File: config.mk
export PLATFORM = sky130hd
export DESIGN_NAME = key_click_double_long_detector_core
export DESIGN_NICKNAME = d
export VERILOG_FILES = /design/src/rtl/kcd_pkg.sv /design/src/rtl/kcd_lane.sv /design/src/rtl/kcd_merge.sv /design/src/rtl/key_click_double_long_detector_core.sv
export SDC_FILE = /design/constraint.sdc
export NUM_CORES = 1
export LEC_CHECK = 0
export ABC_AREA = 1
export BUFFER_PORTS_ARGS = -buffer_cell sky130_fd_sc_hd__buf_2
export CELL_PAD_IN_SITES_DETAIL_PLACEMENT = 0
export CELL_PAD_IN_SITES_GLOBAL_PLACEMENT = 1
export CORE_MARGIN = 3
export CORE_UTILIZATION = 25
export CTS_CLUSTER_DIAMETER = 100
export DETAILED_ROUTE_END_ITERATION = 16
export PLACE_DENSITY_LB_ADDON = 0.08
export SLEW_MARGIN = 20
export SYNTH_ARGS = -nofsm -noshare
export SYNTH_HDL_FRONTEND = slang
export SYNTH_SLANG_ARGS = --single-unit
File: constraint.sdc
create_clock -name clk -period 2.9 [get_ports clk]
set_input_delay 0.29 -clock clk [delete_from_list [all_inputs] [get_ports clk]]
set_output_delay 0.29 -clock clk [all_outputs]
set_load 0.005 [all_outputs]
File: src/rtl/kcd_pkg.sv
// Package for the key click / double click / long press detector.
// Types, widths and action codes shared by the lanes, the merge stage and the top level.
// No dependencies.
`default_nettype none

package kcd_pkg;

  localparam int PIN_W  = 3;   // pin_levels field
  localparam int IDX_W  = 2;   // key_index field
  localparam int ACT_W  = 2;   // key_action field
  localparam int TICK_W = 8;   // tick limit registers
  localparam int CNT_W  = 9;   // hold and gap counters
  localparam int CFG_IDX_W = 1;

  typedef enum logic [ACT_W-1:0] {
    ACT_NONE   = 2'd0,
    ACT_CLICK  = 2'd1,
    ACT_DOUBLE = 2'd2,
    ACT_LONG   = 2'd3
  } action_t;

  typedef enum logic [CFG_IDX_W-1:0] {
    REG_LONG_PRESS   = 1'b0,
    REG_DOUBLE_CLICK = 1'b1
  } cfg_reg_t;

  // tick limits as seen by every lane
  typedef struct packed {
    logic [TICK_W-1:0] long_press_ticks;
    logic [TICK_W-1:0] double_click_ticks;
  } tick_cfg_t;

  // per-lane strobe group for one accepted beat
  typedef struct packed {
    logic scan;     // scan beat accepted
    logic down;     // this key's pin reads pressed
    logic rd_clr;   // read beat addressed to this key
  } lane_ctrl_t;

endpackage

`default_nettype wire

File: src/rtl/kcd_lane.sv
// One key lane: press / gap counting and pending action for a single key.
// Depends on kcd_pkg.
`default_nettype none

module kcd_lane
  import kcd_pkg::*;
(
  input  wire logic       clk,
  input  wire logic       rst_n,
  input  wire tick_cfg_t  cfg,
  input  wire lane_ctrl_t ctrl,
  output action_t         pending
);

  logic             pressed_r, pressed_nxt;
  action_t          pend_r, pend_nxt;
  logic [CNT_W-1:0] hold_r, hold_nxt;
  logic [CNT_W-1:0] gap_r, gap_nxt;
  logic [CNT_W-1:0] gap_inc;
  logic             dbl_r, dbl_nxt;
  logic             long_r, long_nxt;

  assign gap_inc = gap_r + CNT_W'(1);

  always_comb begin
    pressed_nxt = pressed_r;
    pend_nxt    = pend_r;
    hold_nxt    = hold_r;
    gap_nxt     = gap_r;
    dbl_nxt     = dbl_r;
    long_nxt    = long_r;
    if (ctrl.scan) begin
      if (ctrl.down) begin
        if (hold_r <= {1'b0, cfg.long_press_ticks}) begin
          pressed_nxt = 1'b1;
          hold_nxt    = hold_r + CNT_W'(1);
          if (gap_r != '0) begin
            dbl_nxt = 1'b1;
            gap_nxt = '0;
          end
        end else begin
          pend_nxt = ACT_LONG;
          long_nxt = 1'b1;
        end
      end else if (pressed_r && !dbl_r && !long_r) begin
        hold_nxt = '0;
        if (gap_inc > {1'b0, cfg.double_click_ticks}) begin
          pend_nxt    = ACT_CLICK;
          pressed_nxt = 1'b0;
          gap_nxt     = '0;
        end else begin
          gap_nxt = gap_inc;
        end
      end else begin
        // release: a marked double click is posted, but a long press wins and clears the pending action to none
        if (dbl_r) begin
          pend_nxt = ACT_DOUBLE;
          dbl_nxt  = 1'b0;
        end
        if (long_r) begin
          long_nxt = 1'b0;
          pend_nxt = ACT_NONE;
        end
        pressed_nxt = 1'b0;
        hold_nxt    = '0;
      end
    end else if (ctrl.rd_clr) begin
      if (pend_r == ACT_CLICK || pend_r == ACT_DOUBLE) begin
        pend_nxt = ACT_NONE;
      end
    end
  end

  always_ff @(posedge clk) begin
    if (!rst_n) begin
      pressed_r <= 1'b0;
      pend_r    <= ACT_NONE;
      hold_r    <= '0;
      gap_r     <= '0;
      dbl_r     <= 1'b0;
      long_r    <= 1'b0;
    end else begin
      pressed_r <= pressed_nxt;
      pend_r    <= pend_nxt;
      hold_r    <= hold_nxt;
      gap_r     <= gap_nxt;
      dbl_r     <= dbl_nxt;
      long_r    <= long_nxt;
    end
  end

  assign pending = pend_r;

endmodule

`default_nettype wire

File: src/rtl/kcd_merge.sv
// Merge stage: picks the addressed lane's action on a read beat and holds it
// in an output register backed by a skid register. Depends on kcd_pkg.
`default_nettype none

module kcd_merge
  import kcd_pkg::*;
#(
  parameter int NUM_KEYS = 3
) (
  input  wire logic                         clk,
  input  wire logic                         rst_n,
  input  wire logic                         push,      // read beat accepted
  input  wire logic [IDX_W-1:0]             key_index,
  input  wire logic [NUM_KEYS-1:0][ACT_W-1:0] pend,
  output logic                              full,      // skid occupied
  output logic                              out_valid,
  input  wire logic                         out_ready,
  output action_t                           out_action
);

  action_t sel;
  logic    out_valid_r, out_valid_nxt;
  action_t out_r, out_nxt;
  logic    skid_valid_r, skid_valid_nxt;
  action_t skid_r, skid_nxt;

  // out-of-range index matches no lane and reads as none
  always_comb begin
    sel = ACT_NONE;
    for (int k = 0; k < NUM_KEYS; k++) begin
      if (32'(key_index) == k) begin
        sel = action_t'(pend[k]);
      end
    end
  end

  always_comb begin
    out_valid_nxt  = out_valid_r;
    out_nxt        = out_r;
    skid_valid_nxt = skid_valid_r;
    skid_nxt       = skid_r;
    if (!out_valid_r || out_ready) begin
      if (skid_valid_r) begin
        out_valid_nxt  = 1'b1;
        out_nxt        = skid_r;
        skid_valid_nxt = 1'b0;
      end else begin
        out_valid_nxt = push;
        out_nxt       = sel;
      end
    end else if (push) begin
      skid_valid_nxt = 1'b1;
      skid_nxt       = sel;
    end
  end

  always_ff @(posedge clk) begin
    if (!rst_n) begin
      out_valid_r  <= 1'b0;
      skid_valid_r <= 1'b0;
    end else begin
      out_valid_r  <= out_valid_nxt;
      skid_valid_r <= skid_valid_nxt;
    end
  end

  always_ff @(posedge clk) begin
    out_r  <= out_nxt;
    skid_r <= skid_nxt;
  end

  assign full       = skid_valid_r;
  assign out_valid  = out_valid_r;
  assign out_action = out_r;

endmodule

`default_nettype wire

File: src/rtl/key_click_double_long_detector_core.sv
// Top level of the key click / double click / long press detector.
// Depends on kcd_pkg, kcd_lane and kcd_merge.
`default_nettype none

// Tracks NUM_KEYS active-low keys, one lane each. A beat with tuser = 0 is a
// scan tick: every lane samples its pin bit (keys beyond the three pin bits
// read as pressed) and advances its hold and gap counters. A beat with
// tuser = 1 reads one key's pending action and returns one result beat;
// click and double click are cleared by the read, long press stays until the
// key is released. A read of a key index at or above NUM_KEYS returns none.
// The block takes one beat per clock while in_tready is high: every lane
// updates in the accepting cycle, and the merge stage registers the
// selected action. Results wait in an output register plus a skid
// register; in_tready falls only while both are occupied. Tick limits are
// written through the cfg port (index 0: long press, index 1: double click
// gap), which is always ready and is meant to be written while idle.
module key_click_double_long_detector_core
  import kcd_pkg::*;
#(
  parameter int NUM_KEYS = 3
) (
  input  wire logic                 clk,
  input  wire logic                 rst_n,
  // scan / read beats
  input  wire logic                 in_tvalid,
  output logic                      in_tready,
  input  wire logic [7:0]           in_tdata,   // [2:0] pin_levels, [4:3] key_index
  input  wire logic                 in_tuser,   // [0] mode
  // result beats
  output logic                      out_tvalid,
  input  wire logic                 out_tready,
  output logic [7:0]                out_tdata,  // [1:0] key_action
  // register writes
  input  wire logic                 cfg_valid,
  output logic                      cfg_ready,
  input  wire logic [CFG_IDX_W-1:0] cfg_index,
  input  wire logic [TICK_W-1:0]    cfg_data
);

  logic                         in_acc;
  logic                         full;
  logic [PIN_W-1:0]             pins;
  logic [IDX_W-1:0]             key_index;
  tick_cfg_t                    cfg_r, cfg_nxt;
  logic [NUM_KEYS-1:0][ACT_W-1:0] pend;
  action_t                      out_action;

  assign in_tready = !full;
  assign in_acc    = in_tvalid && in_tready;
  assign pins      = in_tdata[PIN_W-1:0];
  assign key_index = in_tdata[PIN_W +: IDX_W];

  // tick limit registers
  assign cfg_ready = 1'b1;

  always_comb begin
    cfg_nxt = cfg_r;
    if (cfg_valid) begin
      unique case (cfg_reg_t'(cfg_index))
        REG_LONG_PRESS:   cfg_nxt.long_press_ticks   = cfg_data;
        REG_DOUBLE_CLICK: cfg_nxt.double_click_ticks = cfg_data;
        default:          cfg_nxt = cfg_r;
      endcase
    end
  end

  always_ff @(posedge clk) begin
    if (!rst_n) begin
      cfg_r.long_press_ticks   <= TICK_W'(25);
      cfg_r.double_click_ticks <= TICK_W'(5);
    end else begin
      cfg_r <= cfg_nxt;
    end
  end

  // one lane per key
  for (genvar k = 0; k < NUM_KEYS; k++) begin : g_lane
    lane_ctrl_t ctrl;
    action_t    lane_pend;

    always_comb begin
      ctrl.scan   = in_acc && !in_tuser;
      ctrl.down   = (k < PIN_W) ? !pins[k % PIN_W] : 1'b1;
      ctrl.rd_clr = in_acc && in_tuser && (32'(key_index) == k);
    end

    kcd_lane u_lane (
      .clk     (clk),
      .rst_n   (rst_n),
      .cfg     (cfg_r),
      .ctrl    (ctrl),
      .pending (lane_pend)
    );

    assign pend[k] = lane_pend;
  end

  kcd_merge #(
    .NUM_KEYS (NUM_KEYS)
  ) u_merge (
    .clk        (clk),
    .rst_n      (rst_n),
    .push       (in_acc && in_tuser),
    .key_index  (key_index),
    .pend       (pend),
    .full       (full),
    .out_valid  (out_tvalid),
    .out_ready  (out_tready),
    .out_action (out_action)
  );

  assign out_tdata = {{(8 - ACT_W){1'b0}}, out_action};

endmodule

`default_nettype wire
Word level (Yosys, flattened, before mapping)
Cells that the tools add are included.
{ "totals": {"n_memories": 0, "input_bits": 23, "register_bits": 91, "out_inout_bits": 11, "romBits": 0, "latch_bits": 0, "elab_cells": 214, "ram_bits": 0} }
{ "classes": {"muxes": 83, "n_eq_ne": 29, "bitwise": 3, "n_reduce_logical": 63, "div": 0, "magnitude_cmp": 6, "shifts": 0, "multipliers": 0, "add_sub_neg": 6} }
{ "op_table": {"columns": ["op", "count"], "rows": [
  ["9-bit 2-to-1 mux", 21],
  ["2-bit 2-to-1 mux", 31],
  ["9-bit by 1-bit adder with 9-bit output, second input constant", 6],
  ["1-bit 2-to-1 mux", 31],
  ["9-bit by 8-bit greater-than comparator with 1-bit output", 3],
  ["9-bit by 8-bit <= comparator with 1-bit output", 3],
  ["9-bit nonzero test", 3],
  ["4-bit AND reduction", 6],
  ["2-bit nonzero test", 12],
  ["3-bit != test, second input constant", 6],
  ["3-bit AND reduction", 6],
  ["5-bit by 2-bit != test with 1-bit output, second input constant", 3],
  ["5-bit AND reduction", 3],
  ["1-bit logical AND", 12],
  ["2-bit != test, second input constant", 6],
  ["4-bit != test, second input constant", 3],
  ["2-bit AND reduction", 6],
  ["1-bit logical NOT", 9],
  ["2-bit by 1-bit equality test with 1-bit output, second input constant", 4],
  ["2-bit equality test, second input constant", 4],
  ["2-bit by 1-bit != test with 1-bit output, second input constant", 3],
  ["1-bit logical OR", 4],
  ["1-bit NOT", 3],
  ["2-bit logical NOT", 1],
  ["2-bit OR reduction", 1]
]} }

Depth between registers and ports, before layout
{ "depth": {"ltp_word": 6, "depth_mapped": 23, "mapped_depth_nobuf": 23} }

Modules after synthesis
A second synthesis with hierarchy kept.
{ "hier_totals": {"hier_cells": 965, "area_unflattened_um2": 6263.5} }
{ "by_module_without_submodules": {"columns": ["module", "area_per_inst_um2", "n_inst", "cells_per_inst", "seq_area_each_um2"], "rows": [
  ["kcd_lane", 1755.4, 3, 277, 460.4],
  ["key_click_double_long_detector_core", 720.7, 1, 104, 320.3],
  ["kcd_merge", 276.5, 1, 30, 160.2]
]} }

Worst setup path before layout
Ideal clock, no wire load.
{ "synth_timing": {"path_kind": "register -> register", "from": "register g_lane[0].u_lane.gap_r[0]", "to": "register g_lane[0].u_lane.gap_r[7]", "path_slack_ns": 0.642, "path_stages_with_launch": 19, "path_buffers": 0, "setup_time_ns": 0.063, "period_less_slack_ns": 2.258, "arrival_time_ns": 2.195, "required_ns": 2.837, "path_cell_list": "dfxtp_1 > ha_1 > nand3_1 > nor2_1 > xor2_1 > ha_1 > nand2_1 > inv_1 > nand2_1 > nand2_1 > nand2_1 > nand2_1 > nand2_1 > nand2_1 > nor2_2 > nand2_1 > nor2_4 > a21oi_2 > nor2_2"} }
{ "synth_via": {"elab_chain_cells": 5, "elab_cells_between_ends": 8, "cone_classes": "1 x add/sub; 1 x order compare; 3 x mux; 3 x reduce/logical"} }
{ "synth_rtl": {"columns": ["item", "line", "text"], "rows": [
  ["start: declaration", "kcd_lane.sv:18", "logic [CNT_W-1:0] gap_r, gap_nxt;"],
  ["start signal: assignment", "kcd_lane.sv:86", "gap_r <= gap_nxt;"],
  ["9-bit by 1-bit adder with 9-bit output", "kcd_lane.sv:23", "assign gap_inc = gap_r + CNT_W'(1);"],
  ["9-bit by 8-bit greater-than comparator with 1-bit output", "kcd_lane.sv:47", "if (gap_inc > {1'b0, cfg.double_click_ticks}) begin"],
  ["9-bit 2-to-1 mux", "kcd_lane.sv:47", null],
  ["9-bit 2-to-1 mux", "kcd_lane.sv:45", "end else if (pressed_r && !dbl_r && !long_r) begin"],
  ["9-bit 2-to-1 mux", "kcd_lane.sv:33", "if (ctrl.down) begin"]
]} }
Parallel ways exist; a longest one is shown, timed or not. The select of a mux whose other input is x is not followed.
A chain may end at the register's enable or synchronous reset.

Worst setup path after layout
{ "layout_timing": {"from": "register g_lane[0].u_lane.gap_r[0]", "to": "register g_lane[0].u_lane.gap_r[2]"} }
Same word-level chain as after synthesis.

==> metrics.md <==
| Metric | Value |
|---|---|
| Synthesized instance count | around 810 |
| Final RePlAce weighted congestion | roughly 0.76 |
| Async SR Flop Fraction | 0% |
| Initial Utilization | between 20% and 30% |
| Req. time, crit path | between 3 and 4 ns |
| Drt first pass iters | 4 |
| Skew final | roughly 0.0098 ns |
| WP buf/inv | 2 |
| LEAKAGE | between 2 and 3 nW |
| TritonCTS clock tree | built |
| Site row count | 55 |
| Detailed Route Iter0 Violations | about 310 |
| Worst-path cell chain | ha_1 -> nand3_1 -> nor2_1 -> xor2_1 -> ha_1 -> nand2_1 -> inv_1 -> nand2_1 -> nand2_1 -> nand2_1 -> nand2_1 -> nand2_1 -> nand2_1 -> nor2_2 -> buf_4 -> nand2_1 -> nor2_1 -> a21oi_1 -> nor2_1 |
| Grt peak-use layer | met2 |
| I/O pin total | 34 |
| Maxcap violations | 0 |
| M3 GR Usage | between 2 and 2.5% |
| Gr ovfl total | 0 |
| Yosys cell types | 48 |
| Post-CTS Hold Buffers | 0 |
| Final period utilization | 88.28% |
| # fillers | 2560 |
| Most common cell after layout, fill and taps aside | nand2_1 |
| Most frequent CP cell | nand2_1 |
| Vias per cell | 4.513 |
| RSZ-0062 raised after global routing | no |
| Top cell family by delay on the critical path | simple AND/OR/NAND/NOR gates |
| Worst path slowest cell | dfxtp_2 |
| Clock transition at path regs | around 0.060 ns |
| IO Port Bufs | 23 |
| Peak supply drop | between 0.2 and 0.3 mV |
| Layout cells sized above 1 | 10.11% |
| Worst r2r src | g_lane[0].u_lane.gap_r[0]$_SDFFE_PN0P_ |
| Pwr dens | ~430 nW/um^2 |
| Grt met2 use | between 20% and 30% |
| Syn_area_per_cell | 7.212 um^2 |
| Worst slew pin tran | around 0.67 ns |
| Post-Route WL | between 15000 and 20000 um |
| Cts bufs inserted | 9 |
| Worst reg2reg setup slack | around 0.34 ns |
| CP peak stage delay | 0.38 ns |
| Met1 Resource Use GR | between 15 and 20% |
| Outcome | complete, no violations |
| Post-synth EDFFs | 4 |
| Setup TNS | 0 ns |
| GRT Total Usage | between 10% and 20% |
| Hold Vio Cnt, Final | 0 |
| Post-DP Area | between 6000 and 7000 um^2 |
| FF-to-FF End | g_lane[0].u_lane.gap_r[2]$_SDFFE_PN0P_ |
| Die ar. | roughly 25000 um^2 |
| Height of the die | 159.2 um |
| Synthesis Warnings | 0 |
| Yosys reg bits | 91 |
| Global-route wire length before repair | roughly 27000 um |
| HP Start | cfg_data[3] |
| Hold EP | cfg_r[11]$_SDFFE_PN1P_ |
| Via count | 5208 |
| Nets | 917 |
| HP Class | input port to flop |
| Critical Path Start | g_lane[0].u_lane.gap_r[0]$_SDFFE_PN0P_ |
| Crit path kind | flop to flop |
| CTS root buf | clkbuf_16 |
| Minimum clock period | approximately 2.6 ns |
| Final Cell Area | between 6000 and 7000 um^2 |
| H-Tree Depth | 3 |
| WL/cell | approximately 14 um |
| CP Launch Type | flop |
| Final ANT Viol Nets | 0 |
| Nature of the critical path endpoint | flop |
| Skew-Pair Late Insertion Delay | 0.35 ns |
| Ys flop type | dfxtp_1 |
| Final setup viols | 0 |
| Mapped cell area | 5871 um^2 |
| Fin util | 29.06% |
| Slew headroom | 55.47% |
| Core region area | 22850 um^2 |
| Hpwl dp | about 13000 um |
| # DRC | 0 |
| Fmax | a little under 400 MHz |
| Initial antenna violation count | 0 |
| Vias in the first global route | 5175 |
| Reg2reg path depth | 19 |
| Layout area overhead | 13.09% |
| Crit-path max FO | 6 |
| Die W | ~160 um |
| Largest net degree at the start of global routing | between 40 and 50 |
| Sequential fraction of the synthesis area | a little under a third |
| Max Slew Vio Count | 0 |
| Antenna cells | 0 |
| Worst EP arrival | ~2.8 ns |
| Commonest cells after routing, fill and taps aside | 183 x nand2_1, 102 x inv_1, 88 x a21oi_1 |
| Clk sinks | a little over 90 |
| CTS Buffer Depth | 2 |
| Hold Crit Depth | 3 |
==> registers in the layout (all words and copies together) (netlist names) <==
name	cells
cfg_r	16
g_lane.u_lane.dbl_r	3
u_merge.out_valid	1
g_lane.u_lane.gap_r	27
g_lane.u_lane.pressed_r	3
g_lane.u_lane.long_r	3
u_merge.skid_r	2
u_merge.full	1
u_merge.out_action	2
g_lane.u_lane.pending	6
g_lane.u_lane.hold_r	27
==> layer usage <==
metal,up-vias,wire [um]
met3,15,472
met5,-,0
met4,0,231
li1,2726,-
met1,2400,8057
met2,67,7784
==> synthesized netlist by cell type (2+ instances only) <==
cell      count  share of area [%]
nand3_2       5               0.85
edfxtp_1      4                2.0
xor2_1       27                4.0
nor2_2        3               0.32
inv_1       103                6.6
nor3b_1       2               0.26
nand3b_1      9                1.2
o211ai_1      5               0.64
nand2_4       3               0.58
nor4_1        2               0.21
dfxtp_1      87                 30
o21a_1        3               0.38
a221o_1       2               0.34
o21ai_0      32                2.7
nand4_1      20                2.1
ha_1         57                 12
nor2_4        4               0.77
nand2_2       4               0.43
clkbuf_1     11               0.70
or2_1         5               0.53
a21oi_1      88                7.5
buf_4         7               0.90
nand2_1     184                 12
a211oi_1      3               0.38
nand3_1      46                3.9
nor4_2        2               0.43
nor2_1       54                3.5
a21oi_2       3               0.45
nor3_1       11               0.94
inv_2         3               0.19
buf_2         3               0.26
conb_1        2               0.13
or2_2         2               0.21
a21o_1        2               0.26
o21bai_1      3               0.38
==> power breakdown <==
| part | total (mW) | internal [mW] | switching (mW) |
|---|---|---|---|
| logic | 0.325 | 0.100 | 0.224 |
| clock network | 1.19 | 0.686 | 0.509 |
| registers | 1.31 | 1.29 | 0.0215 |
| total | 2.83 | 2.08 | 0.755 |
==> metrics by stage <==
stage	cells	total power, mW	hold slack, ns	setup WS (ns)
after floorplan	819	1.558	0.4032	0.6418
after global placement	1138	1.667	0.4571	0.2597
after detailed placement	1138	1.671	0.4571	0.2314
after CTS	1153	2.895	0.1746	0.2060
after global routing	1154	2.996	0.1782	0.008371
final	1154	2.833	0.1881	0.3399
==> area by class of cell <==
| class | count | area, um^2 | area share, % |
|---|---|---|---|
| sequential | 91 | 1864 | 28.08 |
| timing repair buffer | 29 | 172.7 | 2.601 |
| clock buffer | 12 | 246.5 | 3.713 |
| inverter | 107 | 404.1 | 6.087 |
| multi-input combinational | 599 | 3520 | 53.02 |
| tap | 313 | 391.6 | 5.899 |
| clock inverter | 3 | 40.04 | 0.6031 |
==> worst max-delay path by stage <==
stage	endpoint	slack (ns)	depth (start not counted)
final	g_lane[0].u_lane.gap_r[2]$_SDFFE_PN0P_	0.34	19
after global routing	g_lane[2].u_lane.pending[1]$_SDFFE_PN0P_	0.008	24
after CTS	g_lane[1].u_lane.gap_r[6]$_SDFFE_PN0P_	0.21	16
after detailed placement	g_lane[1].u_lane.gap_r[6]$_SDFFE_PN0P_	0.23	16
after global placement	g_lane[1].u_lane.gap_r[3]$_SDFFE_PN0P_	0.26	16
after floorplan	g_lane[0].u_lane.gap_r[7]$_SDFFE_PN0P_	0.64	18
==> worst min-delay path, stage by stage <==
cell      delay [ns]
buf_2           0.09
nand2_1         0.05
o211ai_1        0.07
==> logic make-up (layout without fill, tap and decap cells) <==
logic type,Yosys count,after routing,share of synthesized area (%)
xor+xnor,28,28,4.177
flops,91,91,31.71
fa+ha+maj,57,57,12.15
buf+inv,129,151,8.994
other cells,2,7,0.1279
compound gates,145,145,13.60
simple gates,362,362,29.24
==> repair_timing <==
action                                  in CTS  in global routing
endpoints found under the setup margin       0                 25
buffers inserted                             0                  1
resized for setup                            0                  7
endpoints found under the hold margin        0                  0
Power figures use the tool's default switching activity.
